===== src/design/sjt_pkg.sv =====
package sjt_pkg;

	// Field widths fixed by the interface.
	localparam int RANK_W       = 45;
	localparam int SIZE_W       = 5;
	localparam int NIB_W        = 4;
	localparam int PERM_W       = 64;
	localparam int MASK_W       = 16;
	localparam int MASK_IDX_W   = 4;
	localparam int MAX_ELEM_DEF = 16;

	// The divider retires two quotient bits per cycle over a padded rank.
	localparam int DIV_W     = RANK_W + 1;
	localparam int DIV_STEPS = DIV_W / 2;
	localparam int CNT_W     = 5;

	// Reset value of the size register and the mobility mask at rank zero.
	localparam logic [SIZE_W-1:0] SIZE_RESET = 5'd16;
	localparam logic [MASK_W-1:0] ACT_RANK0  = 16'hFFFE;

	typedef enum logic [2:0] {
		ST_IDLE,
		ST_START,
		ST_DIV,
		ST_WANT,
		ST_SCAN,
		ST_FINISH
	} sjt_state_t;

	// Commands from the controller to the datapath.
	typedef struct packed {
		logic capture;
		logic start;
		logic div_step;
		logic want;
		logic scan_step;
		logic load_out;
	} sjt_cmd_t;

	// Status from the datapath to the controller.
	typedef struct packed {
		logic bad_rank;
		logic zero_rank;
		logic div_last;
		logic scan_hit;
		logic last_digit;
	} sjt_stat_t;

	// Factorial of k for k up to sixteen.
	function automatic logic [RANK_W-1:0] fact_of(input logic [SIZE_W-1:0] k);
		logic [RANK_W-1:0] f;
		case (k)
			5'd0:    f = 45'd1;
			5'd1:    f = 45'd1;
			5'd2:    f = 45'd2;
			5'd3:    f = 45'd6;
			5'd4:    f = 45'd24;
			5'd5:    f = 45'd120;
			5'd6:    f = 45'd720;
			5'd7:    f = 45'd5040;
			5'd8:    f = 45'd40320;
			5'd9:    f = 45'd362880;
			5'd10:   f = 45'd3628800;
			5'd11:   f = 45'd39916800;
			5'd12:   f = 45'd479001600;
			5'd13:   f = 45'd6227020800;
			5'd14:   f = 45'd87178291200;
			5'd15:   f = 45'd1307674368000;
			5'd16:   f = 45'd20922789888000;
			default: f = 45'd20922789888000;
		endcase
		return f;
	endfunction

endpackage


===== src/design/sjt_control.sv =====
module sjt_control
	import sjt_pkg::*;
(
	input  logic      clk,
	input  logic      arst_n,
	input  logic      in_valid,
	output logic      in_ready,
	output logic      out_valid,
	input  logic      out_ready,
	input  sjt_stat_t stat,
	output sjt_cmd_t  cmd
);

	sjt_state_t state_q, state_next;
	logic       out_valid_q;

	// State register and output beat flag.
	always_ff @(posedge clk or negedge arst_n) begin
		if (!arst_n) begin
			state_q     <= ST_IDLE;
			out_valid_q <= 1'b0;
		end else begin
			state_q <= state_next;
			if (cmd.load_out) begin
				out_valid_q <= 1'b1;
			end else if (out_ready) begin
				out_valid_q <= 1'b0;
			end
		end
	end

	// Next state.
	always_comb begin
		state_next = state_q;
		case (state_q)
			ST_IDLE: begin
				if (in_valid) state_next = ST_START;
			end
			ST_START: begin
				if (stat.bad_rank || stat.zero_rank) state_next = ST_FINISH;
				else state_next = ST_DIV;
			end
			ST_DIV: begin
				if (stat.div_last) state_next = ST_WANT;
			end
			ST_WANT: begin
				state_next = ST_SCAN;
			end
			ST_SCAN: begin
				if (stat.scan_hit) begin
					state_next = stat.last_digit ? ST_FINISH : ST_DIV;
				end
			end
			ST_FINISH: begin
				if (!out_valid_q || out_ready) state_next = ST_IDLE;
			end
			default: state_next = ST_IDLE;
		endcase
	end

	// Commands and handshake outputs.
	always_comb begin
		cmd       = '0;
		in_ready  = 1'b0;
		case (state_q)
			ST_IDLE: begin
				in_ready    = 1'b1;
				cmd.capture = in_valid;
			end
			ST_START:  cmd.start     = 1'b1;
			ST_DIV:    cmd.div_step  = 1'b1;
			ST_WANT:   cmd.want      = 1'b1;
			ST_SCAN:   cmd.scan_step = 1'b1;
			ST_FINISH: cmd.load_out  = !out_valid_q || out_ready;
			default: begin
				cmd      = '0;
				in_ready = 1'b0;
			end
		endcase
	end

	assign out_valid = out_valid_q;

	// A loaded result is offered in the following cycle.
	a_load_offers: assert property (@(posedge clk) disable iff (!arst_n)
		cmd.load_out |=> out_valid_q)
		else $error("result load did not raise out_valid");

	// A pending result that is not taken holds the finished item back.
	a_finish_holds: assert property (@(posedge clk) disable iff (!arst_n)
		(state_q == ST_FINISH) && out_valid_q && !out_ready |=> state_q == ST_FINISH)
		else $error("finished item left while the output register was full");

	// An accepted beat always starts the range check next.
	a_accept_starts: assert property (@(posedge clk) disable iff (!arst_n)
		in_valid && in_ready |=> state_q == ST_START)
		else $error("accepted rank did not start processing");

endmodule


===== src/design/sjt_datapath.sv =====
module sjt_datapath
	import sjt_pkg::*;
#(
	parameter int MAX_ELEMENTS = MAX_ELEM_DEF
) (
	input  logic              clk,
	input  logic              arst_n,
	input  logic              cfg_we,
	input  logic [SIZE_W-1:0] cfg_wdata,
	input  logic [RANK_W-1:0] rank,
	input  sjt_cmd_t          cmd,
	output sjt_stat_t         stat,
	output logic [PERM_W-1:0] permutation,
	output logic [PERM_W-1:0] positions,
	output logic [MASK_W-1:0] direction_bits,
	output logic [MASK_W-1:0] active_bits,
	output logic              rank_error
);

	localparam int IDX_W = $clog2(MAX_ELEMENTS);
	localparam logic [SIZE_W-1:0] MAX_N = SIZE_W'(MAX_ELEMENTS);

	logic [SIZE_W-1:0]   perm_size_q;
	logic [SIZE_W-1:0]   n_eff;
	logic [SIZE_W-1:0]   n_q;
	logic [SIZE_W-1:0]   m_q;
	logic [SIZE_W-1:0]   m_dec;
	logic [DIV_W-1:0]    r_q;
	logic [SIZE_W-1:0]   rem_q;
	logic [CNT_W-1:0]    cnt_q;
	logic [MAX_ELEMENTS-1:0] free_q;
	logic [NIB_W-1:0]    slot_q [MAX_ELEMENTS];
	logic [NIB_W-1:0]    pos_q  [MAX_ELEMENTS];
	logic [IDX_W-1:0]    scan_q;
	logic [NIB_W-1:0]    seen_q;
	logic [NIB_W-1:0]    want_q;
	logic [MASK_W-1:0]   dir_q;
	logic [MASK_W-1:0]   act_q;
	logic                err_q;
	logic                zero_q;

	logic [SIZE_W:0]     p1, p2;
	logic                b1, b2;
	logic [SIZE_W-1:0]   r1, r2;
	logic [SIZE_W-1:0]   want_full;
	logic [SIZE_W-1:0]   lvl_full;
	logic                lvl_used;
	logic                hit;

	logic [PERM_W-1:0]   perm_next;
	logic [PERM_W-1:0]   pos_next;
	logic [MASK_W-1:0]   dir_next;
	logic [MASK_W-1:0]   act_next;

	// Size register; an out-of-range size is clamped where it is used.
	always_ff @(posedge clk or negedge arst_n) begin
		if (!arst_n) begin
			perm_size_q <= SIZE_RESET;
		end else if (cfg_we) begin
			perm_size_q <= cfg_wdata;
		end
	end

	always_comb begin
		if (perm_size_q == '0) n_eff = SIZE_W'(1);
		else if (perm_size_q > MAX_N) n_eff = MAX_N;
		else n_eff = perm_size_q;
	end

	// Two restoring division steps per cycle by the current radix.
	always_comb begin
		p1 = {rem_q, r_q[DIV_W-1]};
		b1 = p1 >= {1'b0, m_q};
		r1 = b1 ? SIZE_W'(p1 - {1'b0, m_q}) : p1[SIZE_W-1:0];
		p2 = {r1, r_q[DIV_W-2]};
		b2 = p2 >= {1'b0, m_q};
		r2 = b2 ? SIZE_W'(p2 - {1'b0, m_q}) : p2[SIZE_W-1:0];
	end

	// Digit selection: an even quotient counts free slots from the high end.
	always_comb begin
		m_dec     = m_q - SIZE_W'(1);
		want_full = r_q[0] ? rem_q : SIZE_W'(m_dec - rem_q);
		lvl_full  = n_q - m_q;
		lvl_used  = (m_q >= SIZE_W'(2)) && (m_q < n_q);
		hit       = free_q[scan_q] && (seen_q == want_q);
	end

	// Status toward the controller.
	always_comb begin
		stat.bad_rank   = r_q[RANK_W-1:0] >= fact_of(n_q);
		stat.zero_rank  = r_q == '0;
		stat.div_last   = cnt_q == CNT_W'(DIV_STEPS - 1);
		stat.scan_hit   = hit;
		stat.last_digit = m_q == SIZE_W'(1);
	end

	// Working registers of the digit loop.
	always_ff @(posedge clk) begin
		if (cmd.capture) begin
			r_q <= {1'b0, rank};
			n_q <= n_eff;
		end
		if (cmd.start) begin
			err_q  <= stat.bad_rank;
			zero_q <= stat.zero_rank;
			m_q    <= n_q;
			rem_q  <= '0;
			cnt_q  <= '0;
			dir_q  <= '0;
			act_q  <= '0;
			for (int s = 0; s < MAX_ELEMENTS; s++) begin
				free_q[s] <= SIZE_W'(s) < n_q;
				slot_q[s] <= '0;
				pos_q[s]  <= '0;
			end
		end
		if (cmd.div_step) begin
			r_q   <= {r_q[DIV_W-3:0], b1, b2};
			rem_q <= r2;
			cnt_q <= cnt_q + CNT_W'(1);
		end
		if (cmd.want) begin
			want_q <= want_full[NIB_W-1:0];
			scan_q <= '0;
			seen_q <= '0;
			if (lvl_used) begin
				dir_q[lvl_full[MASK_IDX_W-1:0]] <= r_q[0];
				act_q[lvl_full[MASK_IDX_W-1:0]] <= rem_q != m_dec;
			end
		end
		if (cmd.scan_step) begin
			scan_q <= scan_q + IDX_W'(1);
			if (hit) begin
				// Place element m-1 in this slot and move to the next radix.
				slot_q[scan_q]             <= m_dec[NIB_W-1:0];
				pos_q[m_dec[IDX_W-1:0]]    <= NIB_W'(scan_q);
				free_q[scan_q]             <= 1'b0;
				m_q                        <= m_dec;
				rem_q                      <= '0;
				cnt_q                      <= '0;
			end else if (free_q[scan_q]) begin
				seen_q <= seen_q + NIB_W'(1);
			end
		end
	end

	// Result assembly for the three cases.
	always_comb begin
		perm_next = '0;
		pos_next  = '0;
		dir_next  = '0;
		act_next  = '0;
		if (zero_q) begin
			for (int i = 0; i < MAX_ELEMENTS; i++) begin
				if (SIZE_W'(i) < n_q) begin
					perm_next[NIB_W*i +: NIB_W] = NIB_W'(i);
					pos_next[NIB_W*i +: NIB_W]  = NIB_W'(i);
				end
			end
			act_next = ACT_RANK0;
		end else if (!err_q) begin
			for (int i = 0; i < MAX_ELEMENTS; i++) begin
				perm_next[NIB_W*i +: NIB_W] = slot_q[i];
				pos_next[NIB_W*i +: NIB_W]  = pos_q[i];
			end
			dir_next = dir_q;
			act_next = act_q;
		end
	end

	// Output register.
	always_ff @(posedge clk) begin
		if (cmd.load_out) begin
			permutation    <= perm_next;
			positions      <= pos_next;
			direction_bits <= dir_next;
			active_bits    <= act_next;
			rank_error     <= err_q;
		end
	end

	// Each free slot stands for one radix still to be placed.
	a_free_count: assert property (@(posedge clk) disable iff (!arst_n)
		cmd.div_step |-> $countones(free_q) == int'(m_q))
		else $error("free slot count does not match the current radix");

endmodule


===== src/design/sjt_permutation_unrank.sv =====
// Unranks a 45-bit rank into the permutation of 0..n-1 at that place in
// Johnson-Trotter order, with its inverse and the direction and mobility masks
// that let a generator resume there; n comes from the perm_size register,
// clamped to 1..MAX_ELEMENTS. One item is processed at a time. A rank of zero
// or a rank of n! or more skips the digit loop and goes straight to the
// result. Any other rank runs the digit loop for each of the n radices: the
// shared divider retires two quotient bits of the padded 46-bit rank per
// cycle, and then the free-slot scan visits one slot per cycle until it
// finds the slot for that digit. A finished result sits in an output
// register, so the next rank is taken while the previous result waits.
// perm_size must only be written while the block is idle.
module sjt_permutation_unrank
	import sjt_pkg::*;
#(
	parameter int MAX_ELEMENTS = MAX_ELEM_DEF
) (
	input  logic              clk,
	input  logic              arst_n,
	input  logic              cfg_we,
	input  logic [SIZE_W-1:0] cfg_wdata,
	input  logic              in_valid,
	output logic              in_ready,
	input  logic [RANK_W-1:0] rank,
	output logic              out_valid,
	input  logic              out_ready,
	output logic [PERM_W-1:0] permutation,
	output logic [PERM_W-1:0] positions,
	output logic [MASK_W-1:0] direction_bits,
	output logic [MASK_W-1:0] active_bits,
	output logic              rank_error
);

	sjt_cmd_t  cmd;
	sjt_stat_t stat;

	// Sequencer for the digit loop and the output beat.
	sjt_control u_control (
		.clk       (clk),
		.arst_n    (arst_n),
		.in_valid  (in_valid),
		.in_ready  (in_ready),
		.out_valid (out_valid),
		.out_ready (out_ready),
		.stat      (stat),
		.cmd       (cmd)
	);

	// Divider, slot scan, masks and result register.
	sjt_datapath #(
		.MAX_ELEMENTS (MAX_ELEMENTS)
	) u_datapath (
		.clk            (clk),
		.arst_n         (arst_n),
		.cfg_we         (cfg_we),
		.cfg_wdata      (cfg_wdata),
		.rank           (rank),
		.cmd            (cmd),
		.stat           (stat),
		.permutation    (permutation),
		.positions      (positions),
		.direction_bits (direction_bits),
		.active_bits    (active_bits),
		.rank_error     (rank_error)
	);

endmodule


===== config.mk =====
export PLATFORM = sky130hd
export DESIGN_NAME = sjt_permutation_unrank
export DESIGN_NICKNAME = d
export VERILOG_FILES = /design/src/design/sjt_pkg.sv /design/src/design/sjt_control.sv /design/src/design/sjt_datapath.sv /design/src/design/sjt_permutation_unrank.sv
export SDC_FILE = /design/constraint.sdc
export NUM_CORES = 1
export LEC_CHECK = 0
export BUFFER_PORTS_ARGS = -buffer_cell sky130_fd_sc_hd__clkbuf_2
export CAP_MARGIN = 20
export CORE_MARGIN = 2
export CORE_UTILIZATION = 40
export CTS_CLUSTER_DIAMETER = 50
export DETAILED_ROUTE_END_ITERATION = 7
export GPL_ROUTABILITY_DRIVEN = 1
export PLACE_DENSITY_LB_ADDON = 0.2
export SYNTH_ARGS = -nofsm -noshare
export SYNTH_HDL_FRONTEND = slang
export SYNTH_SLANG_ARGS = --single-unit

===== constraint.sdc =====
create_clock -name clk -period 12.32 [get_ports clk]
set_input_delay 2.464 -clock clk [delete_from_list [all_inputs] [get_ports clk]]
set_output_delay 2.464 -clock clk [all_outputs]
set_load 0.005 [all_outputs]

# == Word-level counts from Yosys, hierarchy flattened ==
# Memories as Yosys holds them, arrays and structs flattened.
# Cells that the tools add are included.
# Widths: inputs -> output; s select.
# totals
regBits,298
latch_bits,0
mem_bits_rw,128
rom_bits,1248
in_bits,55
out_inout_bits,163
wordCells,182
n_memories,3
# memory_table
name,depth,width,rd,rd_ports_with_merged_regs,wr,line_no,text
(no name shown),32,39,1,0,0,sjt_pkg.sv:52,case (k)
u_datapath.pos_q,16,4,16,0,16,sjt_datapath.sv:33,logic [NIB_W-1:0] pos_q [MAX_ELEMENTS];
u_datapath.slot_q,16,4,16,0,16,sjt_datapath.sv:32,logic [NIB_W-1:0] slot_q [MAX_ELEMENTS];
# op_classes
addsub,8
n_mul,0
n_div,0
order_cmp,26
eq_ne,13
shift,0
n_mux,87
bitwise_logic,2
reduce_logical,18
# op_table
op,n
$mux 64,4
$mux 16,10
$mux 46,2
$mux 4,19
$mux 5,14
$logic_not 46->1,1
$ge 45x45->1,1
$lt 4x5->1 const A,8
$bwmux 16,2
$mux 3,10
$lt 3x5->1 const A,4
$mux 1,20
$pmux 3 s6,1
$and 16x16->16,1
$not 16->16,1
$ge 6x5->1,2
$lt 1x5->1 const A,2
$lt 2x5->1 const A,2
$lt 4x5->1 const B,2
$sub 5x5->5,2
$add 4x1->4 const B,2
$demux 1 s4,2
$ge 4x1->1 const B,2
$reduce_or 4->1,2
25 further kinds,38

# == Depth between registers and ports, before layout ==
# Gate-level depths: netlist of the first run.
# depth
ltp_word,8
ltp_mapped,16
depth_no_buf,16

# == Modules after synthesis ==
# A second synthesis of the first run with hierarchy kept.
# hier_totals
hier_cells,1552
area_unflattened_um2,19489.9
# modules_own_cells
mod,n_inst,cells_per_inst,area_per_inst_um2,seq_area_each_um2
sjt_datapath,1,1515,19198.4,11977.7
sjt_control,1,37,291.5,100.1

# == Least setup slack after synthesis of the first run ==
# Ideal clock, no wire load.
# synth_timing
path_kind,in2reg
start,in out_ready
end,reg u_datapath.active_bits[0] (enable)
setup_time_ns,0.701
t_arrival_ns,9.682
required_ns,11.619
slack_ns,1.938
path_stages,2
n_path_buf,0
cell_sequence,nand2b_1 -> nor2b_1
# synth_lines
item,line_no,text
from (decl),sjt_permutation_unrank.sv:25,"input logic out_ready,"
to (signal assigned),sjt_datapath.sv:178,active_bits <= act_next;
to (decl),sjt_datapath.sv:16,"output logic [MASK_W-1:0] active_bits,"

# == Final worst setup path of the first run ==
# layout_timing
start,reg u_datapath.m_q[1]
end,reg u_datapath.rem_q[1]
# layout_via
elab_chain_cells,7
word_cells_on_any_way,9
classes_between,add/sub (2); order compare (2); mux (5)
# layout_rtl
item,line_no,text
from (decl),sjt_datapath.sv:26,logic [SIZE_W-1:0] m_q;
from (signal assigned),sjt_datapath.sv:107,m_q <= n_q;
from (signal assigned),sjt_datapath.sv:139,m_q <= m_dec;
$ge 6x5->1 / $sub 5x5->5 (equally long branches),"sjt_datapath.sv:73, sjt_datapath.sv:74",
$mux 5,sjt_datapath.sv:74,"r1 = b1 ? SIZE_W'(p1 - {1'b0, m_q}) : p1[SIZE_W-1:0];"
$sub 5x5->5 / $ge 6x5->1 (equally long branches),"sjt_datapath.sv:77, sjt_datapath.sv:76",
$mux 5 *,sjt_datapath.sv:77,"r2 = b2 ? SIZE_W'(p2 - {1'b0, m_q}) : p2[SIZE_W-1:0];"
$mux 5 *,sjt_datapath.sv:118,if (cmd.div_step) begin
$mux 5,sjt_datapath.sv:134,if (hit) begin
$mux 5 *,sjt_datapath.sv:132,if (cmd.scan_step) begin
to (signal assigned),sjt_datapath.sv:120,rem_q <= r2;
to (decl),sjt_datapath.sv:29,logic [SIZE_W-1:0] rem_q;
# Every way passes the cells marked *; elsewhere a longest branch is shown, timed or not.
# A chain may end at the register's enable or synchronous reset.

==> results of run 1 <==
[cells in the mapped netlist, drive strengths merged, types with 2 or more instances]
cell	instances	area, µm²
fa	4	80.1
nor3	13	81.3
dfxtp	67	1340
nand3	35	200
a21o	74	556
a31oi	7	43.8
clkbuf	67	253
nand2	266	998
o221ai	2	17.5
and3	6	37.5
nand4	21	183
o211ai	4	30.0
or3	3	18.8
clkinv	2	7.51
ha	82	1030
a21oi	46	230
o31ai	3	22.5
xnor2	17	149
dfrtp	8	200
nand2b	4	25.0
xor2	9	78.8
nor2b	9	56.3
o21ai	49	245
inv	40	150
a211o	3	26.3
a2bb2oi	2	17.5
o21a	3	22.5
mux4	4	90.1
nor4	15	93.8
o211a	8	80.1
mux2i	40	400
edfxtp	350	10500
and2	88	551
a211oi	7	52.6
mux2	9	101
a21boi	8	60.1
a22o	6	52.6
nand3b	4	30.0
a22oi	3	22.5
and4b	3	30.0
or2	3	18.8
nor2	190	713
buf	14	81.3
[kinds of logic (layout without fill, tap and decap cells)]
kind of cell,Yosys count,count (layout)
mux,53,53
flops,426,426
xor+xnor,26,26
simple gates,663,663
buf+inv,123,365
compound gates,234,234
fa+ha+maj,86,86
[worst register-to-register path: stages (launching register included)]
cell      delay [ns]
dfxtp_1         0.42
inv_1           0.27
fa_1            0.51
a21o_1          0.20
a21o_1          0.19
a21oi_1         0.49
mux2_2          0.42
ha_1            0.33
a21o_1          0.19
a21oi_1         0.20
a21oi_1         0.11
a211oi_1        0.35
mux2_2          0.38
a22oi_1         0.15
nor2_1          0.05
[power by group through the flow]
stage	Sequential (mW)	Combinational (mW)	Clock (mW)
detailed placement	2.27	1.65	0
CTS	2.24	1.66	1.40
floorplan	2.18	1.16	0
finish	2.23	1.66	1.37
global route	2.27	1.85	1.46
global placement	2.26	1.63	0
[metal layers]
layer,wire (µm),vias up
met1,21200,6054
met4,741,0
met5,0,-
met3,2400,55
met2,22400,346
li1,-,6127
[metrics by stage]
stage / utilization, % / area (µm²)
detailed placement: 43.8 / 20800
global placement: 43.8 / 20800
floorplan: - / 19100
global route: 47.1 / 22400
finish: 47.1 / 22400
CTS: 47.1 / 22300
[worst paths after layout]
kind	start	depth (start not counted)	end
min in group asynchronous	arst_n	1	u_datapath.perm_size_q[1]
setup reg to reg	u_datapath.m_q[1]	14	u_datapath.rem_q[1]
hold reg to reg	u_datapath.dir_q[8]	2	u_datapath.dir_q[8]
max in group asynchronous	arst_n	1	u_datapath.perm_size_q[4]
setup / recovery	u_datapath.m_q[1]	14	u_datapath.rem_q[1]
hold / removal	u_datapath.dir_q[8]	2	u_datapath.dir_q[8]
[registers in the layout, summed over array words and instances (netlist names)]
name,flops
u_datapath.err_q,1
u_datapath.act_q,16
u_datapath.pos_q,64
u_datapath.active_bits,16
u_datapath.m_q,5
u_datapath.seen_q,4
u_datapath.positions,64
u_datapath.permutation,64
u_datapath.dir_q,16
u_datapath.slot_q,64
u_datapath.rank_error,1
u_datapath.zero_q,1
u_datapath.r_q,46
u_datapath.scan_q,4
u_control.out_valid,1
u_datapath.rem_q,5
u_control.state_q,3
u_datapath.direction_bits,16
u_datapath.n_q,5
u_datapath.free_q,16
u_datapath.want_q,4
u_datapath.cnt_q,5
u_datapath.perm_size_q,5
[final cells by class]
| class | instances | area [µm²] | area share (%) |
|---|---|---|---|
| multi-input cells | 1062 | 6580 | 29.5 |
| inverters | 42 | 158 | 0.705 |
| clock inverters | 25 | 194 | 0.868 |
| well taps | 615 | 769 | 3.44 |
| flip-flops and latches | 426 | 12100 | 54.0 |
| repair buffers | 233 | 1220 | 5.47 |
| clock buffers | 65 | 1350 | 6.03 |
==> run_results.csv, run 1 <==
group,metric,value,unit
clocking,post-cts-setup-buffers,0,
logic_synthesis,syn-cell-area,19100,µm²
logic_synthesis,synth_compound_area_share,8.15,%
global_route,grt.busiest_layer,"met2",
logic_synthesis,syn_avg_cell_area,11.9,µm²
critical_path,critical_path_required,12.77,ns
cells_and_area,stdcell_count,2468,
clocking,clk_latency,0.59,ns
floorplanning,initial_utilization,40.3,%
logic_synthesis,synth_cells,1611,
floorplanning,core,47400,µm²
global_route,grt_pass1_wl,72200,µm
pwr,pwr-share-seq,42.4,%
floorplanning,rows,80,
critical_path,slowest_stage,"fa_1",
pwr,swShare,35.4,%
cells_and_area,nNetsFinal,1954,
logic_synthesis,ys_seq_elements,426,
global_route,grt_pass1_vias,12400,
clocking,cts_tree,"built",
global_route,use_met3,3.52,%
sta,slew_headroom,30.4,%
cells_and_area,antenna-diode-count,0,
sta,drv_slew,0,
placed_design,portBuffers,217,
global_route,grt_max_degree,115,
critical_path,critPathTopFamily,"compound AO/OA/AOI/OAI gates",
clocking,clockBufferDepth,3,
run_status,outcome,"finished, final reports clean",
worst_hold_path,hold_class,"register to register",
drt,drt_iter0_markers,915,
drt,post_drt_wl_per_cell,18.9,µm
pwr,total_power,5.27,mW
critical_path,r2r_slack,7.93,ns
global_route,globalRouteMet1Util,26.2,%
sta,worst_pin_slew,1.04,ns
cells_and_area,drive_gt1_share,18.1,%
logic_synthesis,ys_seq_area_share,63.2,%
critical_path,crit_path_end_kind,"register",
logic_synthesis,yosysUniqueCellTypes,68,
placed_design,place_ws,7.82,ns
sta,finalCritPeriodShare,35.6,%
critical_path,arrival,4.84,ns
global_route,gr-total-overflow,0,
pwr,comb_power_share,31.5,%
logic_synthesis,synth_edf_count,350,
critical_path,path_max_fanout,11,
pwr,clockPowerShare,26.1,%
sta,max_freq,228,MHz
pwr,netSwitchingPower,1.86,mW
pwr,vdd_drop_max,0.000135,V
critical_path,cp_num_buf_inv,1,
clocking,htreeDepth,2,
sta,holdWs,0.453,ns
drt,drc,0,
floorplanning,die-area,49600,µm²
drt,antenna_left,0,
global_route,grt_usage,18.9,%
floorplanning,fp.dieW,223,µm
drt,finalWirelength,46700,µm
sta,post-route-min-period,4.39,ns
global_route,antenna_found_initial,0,
sta,finalSetupTns,0,ns
floorplanning,io_pins,218,
drt,first_pass_iters,5,
logic_synthesis,synthMuxAreaShare,3.10,%
clocking,cts_resized,0,
global_route,met2_usage,30.8,%
logic_synthesis,synthSimpleGateAreaFrac,16.0,%
critical_path,cp_cell_sequence,"inv_1, fa_1, a21o_1, a21o_1, a21oi_1, mux2_2, ha_1, a21o_1, a21oi_1, a21oi_1, a211oi_1, mux2_2, a22oi_1, nor2_1",
sta,setup_ws,7.93,ns
sta,rsz0062_at_grt,"false",
logic_synthesis,synthXorXnorAreaFrac,1.19,%
clocking,clkSlewWorstSetupHoldPaths,0.06,ns
pwr,internal_power,3.40,mW
logic_synthesis,ys_warn_count,0,
logic_synthesis,ys_async_sr_fraction,2.11,%
logic_synthesis,syn_nets,1752,
cells_and_area,fillers,4341,
critical_path,path_class,"register to register",
critical_path,max_stage_delay,0.51,ns
clocking,cts-root-buf,"clkbuf_16",
pwr,p_leak,9.01,nW
sta,setup_violations,0,
cells_and_area,layout_common_cells,"edfxtp_1 (350), nand2_1 (266), clkbuf_2 (217)",
sta,hold_violations,0,
placed_design,hpwl,33500,µm
cells_and_area,final_common_cell,"edfxtp_1",
cells_and_area,area_growth,16.9,%
logic_synthesis,yosys_most_used_dff,"edfxtp_1",
placed_design,gp_congestion,0.888,
clocking,clock-sinks,426,
clocking,cts_hold_buf,0,
drt,num_vias,12600,
sta,clock_skew,0.0228,ns
drt,vias_per_cell,5.10,
floorplanning,die_height,223,µm
pwr,p_per_area,236,nW/µm²
job,maxCapViolations,0,
logic_synthesis,synthAdderAreaFrac,5.78,%
placed_design,dp_cells,2377,
clocking,numCtsBuffers,48,
critical_path,startpoint_type,"register",
logic_synthesis,synth_top_family_by_area,"simple AND/OR/NAND/NOR gates",
Note: power is estimated with default switching activity, not from simulation.
==> run 2, diff against run 1 <==
- clock period: 12.32 -> 4 ns (I/O delays scaled with it)
==> run_results.csv, run 2 (synthesized netlist as in run 1, its figures left out) <==
group,metric,value,unit
sta,worst_pin_slew,1.02,ns
sta,max_freq,267,MHz
clocking,cts_tree,"built",
drt,wl_met3,2770,µm
sta,setup_ws,0.252,ns
sta,finalSetupTns,0,ns
drt,top_layer_used,"met4",
critical_path,crit_start,"u_datapath.r_q[45]",
floorplanning,fp.dieW,223,µm
clocking,cts-root-buf,"clkbuf_16",
floorplanning,rows,80,
sta,clock_skew,0.0143,ns
drt,wl_met1,21300,µm
critical_path,r2r-end,"u_datapath.rem_q[3]",
cells_and_area,layout_common_cells,"edfxtp_1 (350), nand2_1 (266), clkbuf_2 (217)",
worst_hold_path,hold_class,"primary input to asynchronous set/reset pin",
drt,vias_per_cell,5.15,
placed_design,place_ws,0.0740,ns
sta,post-route-min-period,3.75,ns
critical_path,critical_path_required,4.53,ns
sta,rsz0062_at_grt,"false",
floorplanning,die-area,49600,µm²
cells_and_area,drive_gt1_share,20.5,%
sta,slew_headroom,31.6,%
global_route,grt_usage,19.5,%
critical_path,path_max_fanout,5,
clocking,htreeDepth,2,
critical_path,crit_path_end_kind,"register",
sta,drv_slew,0,
critical_path,arrival,4.28,ns
global_route,gr-total-overflow,0,
cells_and_area,multi_input_area,6590,µm²
run_status,outcome,"finished, final reports clean",
pwr,p_per_area,735,nW/µm²
placed_design,gp_congestion,0.857,
drt,wl_met2,22500,µm
drt,drc,0,
global_route,grt_max_degree,67,
global_route,grt_pass1_vias,12900,
global_route,antenna_found_initial,1,
global_route,grt_pass1_wl,74600,µm
floorplanning,io_pins,218,
cells_and_area,area_growth,19.4,%
cells_and_area,nNetsFinal,1997,
sta,holdWs,0.0724,ns
drt,first_pass_iters,5,
floorplanning,core,47400,µm²
cells_and_area,final_common_cell,"edfxtp_1",
placed_design,hpwl,34800,µm
drt,antenna_left,0,
pwr,vdd_drop_max,0.000368,V
drt,post_drt_wl_per_cell,19.2,µm
clocking,clockBufferDepth,3,
critical_path,startpoint_type,"register",
critical_path,regToRegStartpoint,"u_datapath.r_q[45]",
critical_path,r2r_slack,0.25,ns
critical_path,ff2ff_path_depth,17,
pwr,p_leak,9.28,nW
pwr,total_power,16.8,mW
clocking,clkSlewWorstSetupHoldPaths,0.06,ns
sta,hold_violations,0,
clocking,clk_latency,0.59,ns
critical_path,endpoint,"u_datapath.rem_q[3]",
drt,drt_iter0_markers,829,
job,maxCapViolations,0,
drt,num_vias,12900,
drt,finalWirelength,48200,µm
critical_path,path_class,"register to register",
placed_design,portBuffers,217,
sta,setup_violations,0,
cells_and_area,final_core_util,48.1,%
cells_and_area,fillers,4344,
sta,finalCritPeriodShare,93.7,%
floorplanning,initial_utilization,40.3,%
clocking,clock-sinks,426,
cells_and_area,seq_area,12100,µm²
clocking,numCtsBuffers,49,
floorplanning,die_height,223,µm
-- run 2: cell types whose count changed in the layout (fill, tap and decap cells not counted), moves of 3 or more --
cell	before	now
bufinv_16	1	5
clkinv_2	4	7
clkinv_1	14	9
buf_12	1	6
buf_4	14	52
-- run 2: where the power goes --
group          internal [mW]  total [mW]  switching, mW  leakage (nW)
clock network           2.68        4.51           1.83         0.793
registers               6.18        6.80          0.614          3.93
logic                   2.04        5.47           3.43          4.55
-- run 2: through the flow --
step | std cells | cell area [µm²]
final | 2513 | 22800
after global routing | 2512 | 22800
after CTS | 2510 | 22800
after detailed placement | 2418 | 21200
after global placement | 2418 | 21200
after floorplan | 1611 | 19100
-- run 2: how the worst min path moves through the flow --
stage	depth (start not counted)	startpoint	slack [ns]	to
detailed placement	2	u_datapath.dir_q[9]	0.44	u_datapath.dir_q[9]
global route	1	arst_n	0.07	u_control.state_q[2]
floorplan	2	u_datapath.free_q[0]	0.43	u_datapath.free_q[0]
CTS	1	arst_n	0.05	u_control.state_q[2]
finish	1	arst_n	0.07	u_datapath.perm_size_q[1]
global placement	2	u_datapath.dir_q[15]	0.44	u_datapath.dir_q[15]
-- run 2: routing by layer --
metal / up-vias / GRT usage, %
met2: 379 / 31.4
met4: 0 / 7.64
li1: 6217 / -
met1: 6253 / 26.5
met3: 85 / 3.09
met5: - / 0
-- run 2: area by class of cell --
cell class,instances,area share [%]
Antenna cell,1,0.0110
Clock buffer,63,5.78
Clock inverter,29,1.39
Inverter,42,0.690
Multi-Input combinational cell,1062,28.9
Sequential cell,426,52.9
Tap cell,615,3.37
Timing Repair Buffer,275,6.99
-- run 2: what timing repair did --
action                                  CTS  global route
hold endpoints to repair                  0             0
setup buffers                             0             1
endpoints found under the setup margin    0             5
hold buffers                              0             0
resized for setup                         0             3
-- run 2: worst max-delay path, cell delays in order (launching register included) --
cell	delay, ns
edfxtp_1	0.39
inv_1	0.09
ha_1	0.15
inv_1	0.06
fa_1	0.40
a21o_1	0.19
a21o_1	0.20
a21oi_2	0.17
buf_4	0.16
mux2i_1	0.16
fa_2	0.41
a21o_1	0.17
a21oi_1	0.18
a21oi_1	0.12
a211o_1	0.33
mux2i_1	0.14
o2bb2a_1	0.29
nor2_1	0.08
